--- config.mk ---
export PLATFORM = sky130hd
export DESIGN_NAME = fec_whiten_conv_encode_interleave_top_flat
export DESIGN_NICKNAME = d
export VERILOG_FILES = /design/src/hdl/fwcei_pkg.sv /design/src/hdl/fwcei_in_if.sv /design/src/hdl/fwcei_out_if.sv /design/src/hdl/fwcei_out_fifo.sv /design/src/hdl/fec_whiten_conv_encode_interleave_top.sv /design/src/flat_wrapper.sv
export SDC_FILE = /design/constraint.sdc
export NUM_CORES = 1
export LEC_CHECK = 0
export ABC_AREA = 1
export BUFFER_PORTS_ARGS = -buffer_cell sky130_fd_sc_hd__buf_2
export CAP_MARGIN = 40
export CORE_UTILIZATION = 57
export DETAILED_ROUTE_END_ITERATION = 8
export PLACE_DENSITY = 0.77
export SLEW_MARGIN = 20
export SYNTH_ARGS = -nofsm -noshare
export SYNTH_HDL_FRONTEND = slang
export SYNTH_SLANG_ARGS = --single-unit
--- constraint.sdc ---
create_clock -name clk -period 3.4 [get_ports clk]
set_clock_uncertainty 0.15 [all_clocks]
set_input_delay 0.17 -clock clk [delete_from_list [all_inputs] [get_ports clk]]
set_output_delay 0.17 -clock clk [all_outputs]
set_load 0.005 [all_outputs]
--- src/hdl/fwcei_pkg.sv ---
package fwcei_pkg;

	localparam int unsigned OUT_DEPTH = 8;
	localparam int unsigned OUT_PTR_W = $clog2(OUT_DEPTH);
	localparam int unsigned OUT_CNT_W = $clog2(OUT_DEPTH + 1);

	localparam logic [8:0]  PN9_MASK     = 9'h1E0;
	localparam logic [8:0]  PN9_RESET    = 9'h1FF;
	localparam logic [10:0] TRELLIS_RESET = 11'h000;
	localparam logic [7:0]  LENGTH_RESET = 8'hFF;
	localparam logic [7:0]  TERM_RESET   = 8'h0B;

	// Output symbol pair for each 4-bit window of the trellis register
	localparam logic [1:0] SYM_TABLE [16] = '{
		2'd0, 2'd3, 2'd1, 2'd2, 2'd3, 2'd0, 2'd2, 2'd1,
		2'd3, 2'd0, 2'd2, 2'd1, 2'd0, 2'd3, 2'd1, 2'd2
	};

	typedef enum logic [1:0] {
		CFG_PACKET_LENGTH   = 2'd0,
		CFG_WHITENING_SEED  = 2'd1,
		CFG_TRELLIS_SEED    = 2'd2,
		CFG_TERMINATOR_BYTE = 2'd3
	} cfg_idx_t;

	typedef struct packed {
		logic            final_group;
		logic [3:0][7:0] coded;
	} out_item_t;

	function automatic logic [8:0] pn9_advance4(input logic [8:0] p);
		logic [8:0] t;
		t = ((p << 5) ^ p) & PN9_MASK;
		return t | (p >> 4);
	endfunction

	function automatic logic [8:0] pn9_advance8(input logic [8:0] p);
		return pn9_advance4(pn9_advance4(p));
	endfunction

	// Eight symbols from sliding 4-bit windows of the 11-bit register, first at the top
	function automatic logic [15:0] conv_codeword(input logic [10:0] v);
		logic [15:0] cw;
		cw = '0;
		for (int k = 0; k < 8; k++) begin
			cw[15 - 2*k -: 2] = SYM_TABLE[v[10 - k -: 4]];
		end
		return cw;
	endfunction

	function automatic out_item_t interleave_group(input logic [15:0] c0, input logic [15:0] c1,
		input logic fin);
		out_item_t it;
		it.final_group = fin;
		for (int k = 0; k < 4; k++) begin
			it.coded[k] = {c1[2*k +: 2], c1[8 + 2*k +: 2], c0[2*k +: 2], c0[8 + 2*k +: 2]};
		end
		return it;
	endfunction

endpackage

--- src/hdl/fwcei_in_if.sv ---
interface fwcei_in_if;
	logic       valid;
	logic       ready;
	logic [7:0] data_byte;

	modport source (output valid, output data_byte, input ready);
	modport sink (input valid, input data_byte, output ready);
endinterface

--- src/hdl/fwcei_out_if.sv ---
interface fwcei_out_if;
	logic       valid;
	logic       ready;
	logic [7:0] coded_byte0;
	logic [7:0] coded_byte1;
	logic [7:0] coded_byte2;
	logic [7:0] coded_byte3;
	logic       final_group;

	modport source (output valid, output coded_byte0, output coded_byte1, output coded_byte2,
		output coded_byte3, output final_group, input ready);
	modport sink (input valid, input coded_byte0, input coded_byte1, input coded_byte2,
		input coded_byte3, input final_group, output ready);
endinterface

--- src/hdl/fwcei_out_fifo.sv ---
// Result queue: up to two writes per cycle (wr0 first), one read
module fwcei_out_fifo
	import fwcei_pkg::*;
(
	input  logic                 clk,
	input  logic                 arst_n,
	input  logic                 wr0_en,
	input  out_item_t            wr0_item,
	input  logic                 wr1_en,
	input  out_item_t            wr1_item,
	input  logic                 rd_en,
	output out_item_t            rd_item,
	output logic [OUT_CNT_W-1:0] count
);

	out_item_t             mem_q [OUT_DEPTH];
	logic [OUT_PTR_W-1:0]  wr_ptr_q;
	logic [OUT_PTR_W-1:0]  rd_ptr_q;
	logic [OUT_CNT_W-1:0]  cnt_q;
	logic [OUT_PTR_W-1:0]  wr1_addr;

	assign wr1_addr = wr_ptr_q + {{(OUT_PTR_W-1){1'b0}}, wr0_en};

	always_ff @(posedge clk) begin
		if (wr0_en) begin
			mem_q[wr_ptr_q] <= wr0_item;
		end
		if (wr1_en) begin
			mem_q[wr1_addr] <= wr1_item;
		end
	end

	always_ff @(posedge clk or negedge arst_n) begin
		if (!arst_n) begin
			wr_ptr_q <= '0;
			rd_ptr_q <= '0;
			cnt_q    <= '0;
		end else begin
			wr_ptr_q <= wr_ptr_q + OUT_PTR_W'(wr0_en) + OUT_PTR_W'(wr1_en);
			rd_ptr_q <= rd_ptr_q + OUT_PTR_W'(rd_en);
			cnt_q    <= cnt_q + OUT_CNT_W'(wr0_en) + OUT_CNT_W'(wr1_en) - OUT_CNT_W'(rd_en);
		end
	end

	assign rd_item = mem_q[rd_ptr_q];
	assign count   = cnt_q;

endmodule

--- src/hdl/fec_whiten_conv_encode_interleave_top.sv ---
// PN9 whitening + rate-1/2 K=4 convolutional encoder + pairwise interleaver, byte-serial.
// One data byte is accepted per cycle. At accept the byte is XORed with the low eight bits
// of the PN9 register (which steps eight bits), OR-ed into the 11-bit trellis register, and
// the trellis/whitening/count state is updated at once, so the next byte can follow in the
// next cycle. The combined 11-bit value is registered (stage 1); in the following cycle the
// 16-bit codeword and any terminator codewords are formed and written as four-byte groups
// into an eight-entry output queue, so a group reaches the output channel only after its
// completing byte has passed stage 1 and been written into the queue. A group is produced
// for every second byte;
// the last byte of a packet produces one group (odd packet length, padded with one coded
// terminator) or two groups (even length, padded with two), the last flagged final_group.
// Sustained rate is one byte per cycle; input ready drops only when the queue plus the
// byte in stage 1 could overflow it, i.e. when the output side has stalled. Configuration
// is a write-only register port; seed writes also load the live state when no packet is
// in progress, and a length of 0 means 256 bytes.
module fec_whiten_conv_encode_interleave_top
	import fwcei_pkg::*;
(
	input  logic         clk,
	input  logic         arst_n,
	input  logic         cfg_we,
	input  logic [1:0]   cfg_index,
	input  logic [10:0]  cfg_data,
	fwcei_in_if.sink     in_ch,
	fwcei_out_if.source  out_ch
);

	// configuration
	logic [7:0]  pkt_len_q;
	logic [8:0]  white_seed_q;
	logic [10:0] trel_seed_q;
	logic [7:0]  term_q;

	// running packet state
	logic [8:0]  lfsr_q;
	logic [10:0] trellis_q;
	logic [7:0]  bytes_q;
	logic        odd_q;

	// stage 1
	logic        valid_s1;
	logic [10:0] tval_s1;
	logic        odd_s1;
	logic        last_s1;
	logic [7:0]  term_s1;

	logic [15:0] held_q;

	logic        accept;
	logic        idle;
	logic [8:0]  len_ext;
	logic [8:0]  count_ext;
	logic        last;
	logic [7:0]  whitened;
	logic [10:0] tval;

	logic [15:0] cw_data;
	logic [15:0] cw_term0;
	logic [15:0] cw_term1;

	logic                 wr0_en;
	logic                 wr1_en;
	out_item_t            wr0_item;
	out_item_t            wr1_item;
	out_item_t            rd_item;
	logic [OUT_CNT_W-1:0] q_count;
	logic [OUT_CNT_W:0]   q_need;

	// Room for the byte in stage 1 and a new one, two groups each at worst
	assign q_need      = {1'b0, q_count} + (valid_s1 ? (OUT_CNT_W+1)'(2) : '0);
	assign in_ch.ready = q_need <= (OUT_CNT_W+1)'(OUT_DEPTH - 2);
	assign accept      = in_ch.valid & in_ch.ready;

	assign idle      = (bytes_q == '0) && !odd_q;
	assign len_ext   = (pkt_len_q == '0) ? 9'd256 : {1'b0, pkt_len_q};
	assign count_ext = {1'b0, bytes_q} + 9'd1;
	assign last      = count_ext >= len_ext;
	assign whitened  = in_ch.data_byte ^ lfsr_q[7:0];
	assign tval      = trellis_q | {3'b000, whitened};

	always_ff @(posedge clk or negedge arst_n) begin
		if (!arst_n) begin
			pkt_len_q    <= LENGTH_RESET;
			white_seed_q <= PN9_RESET;
			trel_seed_q  <= TRELLIS_RESET;
			term_q       <= TERM_RESET;
			lfsr_q       <= PN9_RESET;
			trellis_q    <= TRELLIS_RESET;
			bytes_q      <= '0;
			odd_q        <= 1'b0;
			valid_s1     <= 1'b0;
		end else begin
			valid_s1 <= accept;
			if (accept) begin
				if (last) begin
					// packet closes: back to the seeds
					lfsr_q    <= white_seed_q;
					trellis_q <= trel_seed_q;
					bytes_q   <= '0;
					odd_q     <= 1'b0;
				end else begin
					// eight shifts leave the low three bits at the top
					lfsr_q    <= pn9_advance8(lfsr_q);
					trellis_q <= {tval[2:0], 8'h00};
					bytes_q   <= count_ext[7:0];
					odd_q     <= ~odd_q;
				end
			end
			if (cfg_we) begin
				case (cfg_idx_t'(cfg_index))
					CFG_PACKET_LENGTH: begin
						pkt_len_q <= cfg_data[7:0];
					end
					CFG_WHITENING_SEED: begin
						white_seed_q <= cfg_data[8:0];
						if (idle) begin
							lfsr_q <= cfg_data[8:0];
						end
					end
					CFG_TRELLIS_SEED: begin
						trel_seed_q <= cfg_data;
						if (idle) begin
							trellis_q <= cfg_data;
						end
					end
					CFG_TERMINATOR_BYTE: begin
						term_q <= cfg_data[7:0];
					end
					default: begin
					end
				endcase
			end
		end
	end

	always_ff @(posedge clk) begin
		if (accept) begin
			tval_s1 <= tval;
			odd_s1  <= odd_q;
			last_s1 <= last;
			term_s1 <= term_q;
		end
	end

	// Stage 2: codewords. Terminators enter after the data byte's eight shifts.
	assign cw_data  = conv_codeword(tval_s1);
	assign cw_term0 = conv_codeword({tval_s1[2:0], term_s1});
	assign cw_term1 = conv_codeword({term_s1[2:0], term_s1});

	always_ff @(posedge clk) begin
		if (valid_s1 && !odd_s1 && !last_s1) begin
			held_q <= cw_data;
		end
	end

	assign wr0_en   = valid_s1 && (odd_s1 || last_s1);
	assign wr1_en   = valid_s1 && odd_s1 && last_s1;
	assign wr0_item = odd_s1 ? interleave_group(held_q, cw_data, 1'b0)
	                         : interleave_group(cw_data, cw_term0, 1'b1);
	assign wr1_item = interleave_group(cw_term0, cw_term1, 1'b1);

	fwcei_out_fifo u_out_fifo (
		.clk      (clk),
		.arst_n   (arst_n),
		.wr0_en   (wr0_en),
		.wr0_item (wr0_item),
		.wr1_en   (wr1_en),
		.wr1_item (wr1_item),
		.rd_en    (out_ch.valid & out_ch.ready),
		.rd_item  (rd_item),
		.count    (q_count)
	);

	assign out_ch.valid       = q_count != '0;
	assign out_ch.coded_byte0 = rd_item.coded[0];
	assign out_ch.coded_byte1 = rd_item.coded[1];
	assign out_ch.coded_byte2 = rd_item.coded[2];
	assign out_ch.coded_byte3 = rd_item.coded[3];
	assign out_ch.final_group = rd_item.final_group;

endmodule

--- src/flat_wrapper.sv ---
// flat-port wrapper written by rule: the top's interface ports become plain ports
module fec_whiten_conv_encode_interleave_top_flat import fwcei_pkg::*;
  (clk, arst_n, cfg_we, cfg_index, cfg_data, in_ch_valid, in_ch_data_byte, in_ch_ready, out_ch_valid, out_ch_coded_byte0, out_ch_coded_byte1, out_ch_coded_byte2, out_ch_coded_byte3, out_ch_final_group, out_ch_ready);
  fwcei_in_if in_ch_i ();
  fwcei_out_if out_ch_i ();
  input  logic clk;
  input  logic arst_n;
  input  logic cfg_we;
  input  logic [1:0] cfg_index;
  input  logic [10:0] cfg_data;
  input wire logic [$bits(in_ch_i.valid)-1:0] in_ch_valid;
  input wire logic [$bits(in_ch_i.data_byte)-1:0] in_ch_data_byte;
  output wire logic [$bits(in_ch_i.ready)-1:0] in_ch_ready;
  output wire logic [$bits(out_ch_i.valid)-1:0] out_ch_valid;
  output wire logic [$bits(out_ch_i.coded_byte0)-1:0] out_ch_coded_byte0;
  output wire logic [$bits(out_ch_i.coded_byte1)-1:0] out_ch_coded_byte1;
  output wire logic [$bits(out_ch_i.coded_byte2)-1:0] out_ch_coded_byte2;
  output wire logic [$bits(out_ch_i.coded_byte3)-1:0] out_ch_coded_byte3;
  output wire logic [$bits(out_ch_i.final_group)-1:0] out_ch_final_group;
  input wire logic [$bits(out_ch_i.ready)-1:0] out_ch_ready;
  assign in_ch_i.valid = in_ch_valid;
  assign in_ch_i.data_byte = in_ch_data_byte;
  assign in_ch_ready = in_ch_i.ready;
  assign out_ch_valid = out_ch_i.valid;
  assign out_ch_coded_byte0 = out_ch_i.coded_byte0;
  assign out_ch_coded_byte1 = out_ch_i.coded_byte1;
  assign out_ch_coded_byte2 = out_ch_i.coded_byte2;
  assign out_ch_coded_byte3 = out_ch_i.coded_byte3;
  assign out_ch_final_group = out_ch_i.final_group;
  assign out_ch_i.ready = out_ch_ready;
  fec_whiten_conv_encode_interleave_top u_core (.clk(clk), .arst_n(arst_n), .cfg_we(cfg_we), .cfg_index(cfg_index), .cfg_data(cfg_data), .in_ch(in_ch_i), .out_ch(out_ch_i));
endmodule
Yosys cells after proc, flatten, opt, wreduce, memory -nomap -nowiden
Memories as Yosys holds them, arrays and structs flattened. Cells that the tools add are included.

Register bits after elaboration: 113. Memory bits (writable): 264. Memory bits (read-only): 608. Input bits: 26. Output and inout port bits: 35. Word-level logic and storage cells: 172. Memories kept: 20.

Memories: u_core.u_out_fifo.mem_q (words 8, bits a word 33, read ports 1, clocked after memory_dff 0, wr ports 2, RTL line fwcei_out_fifo.sv:16) `out_item_t mem_q [OUT_DEPTH];`; (no name shown) (words 16, bits a word 2, read ports 1, clocked after memory_dff 0, wr ports 0, RTL line fwcei_pkg.sv:46) `cw[15 - 2*k -: 2] = SYM_TABLE[v[10 - k -: 4]];`; (no name shown) (words 16, bits a word 2, read ports 1, clocked after memory_dff 0, wr ports 0, RTL line fwcei_pkg.sv:46); (no name shown) (words 16, bits a word 2, read ports 1, clocked after memory_dff 0, wr ports 0, RTL line fwcei_pkg.sv:46); (no name shown) (words 16, bits a word 2, read ports 1, clocked after memory_dff 0, wr ports 0, RTL line fwcei_pkg.sv:46); (no name shown) (words 16, bits a word 2, read ports 1, clocked after memory_dff 0, wr ports 0, RTL line fwcei_pkg.sv:46); 14 more memories.

$add $sub $neg: 8. $lt $le $gt $ge: 21. Eq/ne operators: 3. Mux-type cells: 57. Bitwise operators: 28. Reduce and logical (&&, ||, !) cells: 18.

Operators with widths (number): greater-or-equal comparator 5 bit (second input constant) (19); NOT 4 -> 5 bit (19); two-way mux 2 bit (39); two-way mux 11 bit (5); two-way mux 9 bit (6); two-way mux 33 bit (1); bitwise OR 9 x 5 -> 9 bit (2); XOR 9 bit (2); logical NOT 8 bit (2); bitwise OR 11 x 8 -> 11 bit (1); adder 3 x 1 -> 3 bit (3); adder 8 x 1 -> 9 bit (second input constant) (1); greater-or-equal comparator 9 bit (1); adder 4 x 1 -> 4 bit (2); two-way mux 8 bit (1); AND reduction 2 bit (4); XOR 8 bit (1); logical AND 1 bit (6); adder 4 x 5 -> 5 bit (1); less-or-equal comparator 5 x 3 -> 1 bit (second input constant) (1); two-way mux 1 bit (5); equality test 2 bit (second input constant) (2); nonzero test 4 bit (1); subtractor 4 x 1 -> 4 bit (1); other kinds (6) (9).

Depth between registers and ports, before layout
Depth in word-level cells: 9. Depth in mapped cells: 16. Gate-level depth less buffers: 16.

Modules after synthesis
Synthesis repeated with hierarchy kept, for this count alone.

Cell total of the unflattened synthesis: 2900. Area total of the unflattened synthesis: 22831.9 um^2.

By module, submodules not included: fwcei_out_fifo (times used 1, cells an instance 2182, area an instance 16659.7 um^2, sequential area each 8177.8 um^2); fec_whiten_conv_encode_interleave_top (times used 1, cells an instance 718, area an instance 6172.2 um^2, sequential area each 2798.9 um^2).

Worst setup path after synthesis
No wires, ideal clock.

Kind: reg-to-reg. Start: register u_core.u_out_fifo.wr_ptr_q[2]. End: memory u_core.u_out_fifo.mem_q[2][0] in the netlist's numbering (enable). Library setup time: 468 ps. Data arrival time: 2990 ps. Required time: 2782 ps. Path slack: -208 ps. Stages on the path, launching flop included: 4. Buffers on the path: 0. Period minus slack after synthesis: 3608 ps. Path through: dfrtp_1 nor2_1 nand2_1 o21ai_0.

RTL lines: from (decl) (RTL line fwcei_out_fifo.sv:17) `logic [OUT_PTR_W-1:0] wr_ptr_q;`; from (signal assigned) (RTL line fwcei_out_fifo.sv:39) `wr_ptr_q <= wr_ptr_q + OUT_PTR_W'(wr0_en) + OUT_PTR_W'(wr1_en);`; to (decl) (RTL line fwcei_out_fifo.sv:16).

==> metrics.txt <==
status finished clean; CP bufs+invs 5; reg2reg start u_core.odd_s1; GRT Total Usage approximately a third; critical path cell sequence o21ai_2 > inv_1 > ha_1 > ha_1 > or2_1 > nand2_1 > inv_1 > nor2_1 > nand2_1 > buf_4 > inv_1 > buf_4 > nand2_1 > o21ai_0; htree depth 2; CTS buffer count 40; WP data arrival 3.31 ns; relative slew slack 43.19%; syn avg cell area 9.350 sq um; final period utilization 91.82%; Worst Reg-to-Reg Cells 14; reg2reg end u_core.u_out_fifo.mem_q[2][18]; slowest stage delay, CP 0.41 ns; post-route DRC violation count 0; fill count 2540; Setup crit end kind flip-flop; setup ws final 0.2782 ns; f_max 320.3 MHz; Worst-path clk slew 0.06 ns; wire per inst 21.46 microns; CTS tree yes; Hold Path End u_core.u_out_fifo.rd_ptr_q[0]; sequential area share after synthesis a little under three fifths; DRT Wirelength between 50000 and 60000 microns; CP Max Fanout 7; Post-Syn Nets 2132; final setup fails 0; Synth warnings 0; Clk Latency, worst-skew pair 0.55 ns; Syn Inst Count 2052; Layout area overhead 13.25%; Comb power frac 45.5%; Synth Register Bits 377; chip width around 190 microns; Detail Route Antenna Nets 0; IO Port Bufs 60; drt via density 6.190; first-pass GRT wire length about 86000 microns; DIE AREA 0.03440 sq mm; fin crit period roughly 3.1 ns; Psw just under 9 mW; final hold vios 0; core area ~0.033 sq mm; Layout Nets roughly 2200; share of layout cells above drive strength 1 11.19%; most frequent cells in the layout nand2_1 (504), o21ai_0 (318), edfxtp_1 (293), nor2_1 (187), o22ai_1 (130); Clock Sinks 377; vias 16070; largest net degree at the start of global routing 79; slowest library cell on the worst path edfxtp_1; Pins Over Slew Limit 0; # rows 66; Die Ht about 190 microns; RSZ-0062 raised after global routing no; Multi-input gate area 0.007351 sq mm; Int Pwr 11.19 mW; Crit path required time 3.58 ns; number of flops mapped to enable cells by yosys about 290; vias in the first global route 15580; 1st-iter DRT viols between 2000 and 2500; initial antenna violation count 0; Clk pwr share approximately a fifth; Initial Util 58.38%; mapped cell area 0.01919 sq mm; max_cap viols 0; placed wire-length estimate 35270 microns; Distinct cells, synth 39; Peak VDD IR about 0.001 V; CP top delay family buffers and inverters; ys flop type edfxtp_1; Pre-antenna DRT Iters 7; pre-CTS WS about 0.37 ns; Post-synth ARST share roughly 20%; post-route cell area about 0.022 sq mm; flop2flop setup slack 0.28 ns; clock root buffer clkbuf_16; io pins 61; Leak around 8.7 nW; Worst Hold Launch out_ch_ready; GRT Residual Overflow 0; worst hold path class input port to flip-flop; Setup TNS Final 0 ns; FF/Latch Area 0.01090 sq mm; sequential power share 33.2%; PD cells around 920 mW/mm^2; Hold Slack 0.04981 ns; commonest non-fill, non-tap cell in the layout nand2_1; critical path class flip-flop to flip-flop; critical path launch point type flip-flop; Worst Tran Pin Value 0.8284 ns; postcts setup bufs 0; Sw Ratio about 44%; Placer Congestion 0.9646; worst hold path depth 3; maximum root-to-sink buffer count 3; dpl cell area 0.02019 sq mm
==> sequential cells by signal, indices dropped and copies added, names as in the netlist <==
name,count
u_core.term_s1,8
u_core.u_out_fifo.rd_ptr_q,3
u_core.lfsr_q,9
u_core.white_seed_q,9
u_core.u_out_fifo.mem_q,264
u_core.pkt_len_q,8
u_core.held_q,16
u_core.term_q,8
u_core.odd_s1,1
u_core.odd_q,1
u_core.valid_s1,1
u_core.bytes_q,8
u_core.trellis_q,11
u_core.tval_s1,11
u_core.u_out_fifo.wr_ptr_q,3
u_core.last_s1,1
u_core.trel_seed_q,11
u_core.u_out_fifo.count,4
==> stage by stage <==
| stage | util [%] | cells | power, mW |
|---|---|---|---|
| 2_1_floorplan | - | 2052 | 12.20 |
| 3_3_place_gp | 61.33 | 2495 | 15.16 |
| 3_5_place_dp | 61.43 | 2497 | 15.44 |
| 4_1_cts | 65.87 | 2591 | 19.65 |
| 5_1_grt | 66.10 | 2595 | 21.01 |
| 6_report | 66.11 | 2596 | 19.99 |
==> Yosys cell counts, types with 3 or more instances <==
cell	number	area, sq um
a21oi_1	42	210.2
a22oi_1	8	60.06
buf_1	6	22.52
buf_2	40	200.2
clkbuf_1	61	229.0
clkbuf_2	5	25.02
dfrtp_1	47	1176
dfstp_2	29	762.0
dfxtp_1	8	160.2
edfxtp_1	293	8798
ha_1	52	650.6
inv_1	126	473.0
inv_2	3	11.26
mux2i_1	12	120.1
mux2i_2	3	41.29
nand2_1	504	1892
nand3_1	56	280.3
nand4_1	14	87.58
nor2_1	188	705.7
nor2_2	6	37.54
nor3_1	3	15.01
o21ai_0	321	1607
o21ai_1	25	125.1
o21ai_2	8	70.07
o22ai_1	130	813.3
or2_2	3	18.77
xnor2_1	10	87.58
xnor2_2	3	48.80
xor2_1	27	236.5
xor2_2	7	113.9
==> routing by layer <==
metal / vias up / wire length [microns] / track usage, %
met2: 1030 / 26510 / 55.48
met1: 7587 / 20380 / 41.16
met5: - / 0 / 0
met4: 0 / 2597 / 15.74
li1: 7249 / - / -
met3: 202 / 6216 / 6.202
==> power groups by stage <==
stage	logic (mW)	registers (mW)	clock network, mW
after floorplan	5.67	6.53	0
after global placement	8.48	6.68	0
after detailed placement	8.73	6.72	0
after CTS	8.80	6.63	4.23
after global routing	9.87	6.72	4.41
final	9.10	6.64	4.25
==> worst max path at each step <==
stage,startpoint,end,slack (ns),depth (start not counted)
final,u_core.odd_s1,u_core.u_out_fifo.mem_q[2][18],0.28,14
after global routing,u_core.bytes_q[0],u_core.trellis_q[10],0.009,16
after CTS,u_core.odd_s1,u_core.u_out_fifo.mem_q[2][18],0.36,14
after detailed placement,u_core.odd_s1,u_core.u_out_fifo.mem_q[2][18],0.37,14
after global placement,u_core.bytes_q[0],u_core.lfsr_q[1],0.46,16
after floorplan,u_core.odd_s1,u_core.u_out_fifo.mem_q[0][0],-0.09,11
==> what timing repair did <==
action,in CTS,in global routing
endpoints found under the hold margin,127,6
setup endpoints to repair,0,1
hold buffers,21,1
gates resized for setup,0,1
==> kinds of logic (layout without fill, tap and decap cells) <==
| group | Yosys count | after routing | share of synthesized area (%) |
|---|---|---|---|
| DFF | 377 | 377 | 56.80 |
| and+or+nand+nor | 776 | 776 | 15.89 |
| muxes | 15 | 15 | 0.8413 |
| xor gates and xnor gates | 47 | 47 | 2.537 |
| adders and majority gates | 54 | 54 | 3.600 |
| buffers and inverters | 244 | 345 | 5.106 |
| other | 0 | 1 | 0 |
| AOI/OAI and AO/OA | 539 | 539 | 15.23 |
==> final cells by class <==
cell class,count,share of cell area (%)
Timing Repair Buffer,142,5.436
Clock inverter,19,0.7083
Multi-Input combinational cell,1431,33.83
Inverter,130,2.252
Clock buffer,54,5.044
Sequential cell,377,50.17
Tap cell,442,2.545
Antenna cell,1,0.01152
==> worst register-to-register path, delay by kind of cell (launching register included) <==
family / cells / cell delay [ns]
AND/OR/NAND/NOR: 5 / 0.64
flip-flops: 1 / 0.41
buffers and inverters: 5 / 1.00
AO/OA/AOI/OAI: 2 / 0.34
adder cells (fa/ha/maj): 2 / 0.38
(Power assumes the default switching activity.)
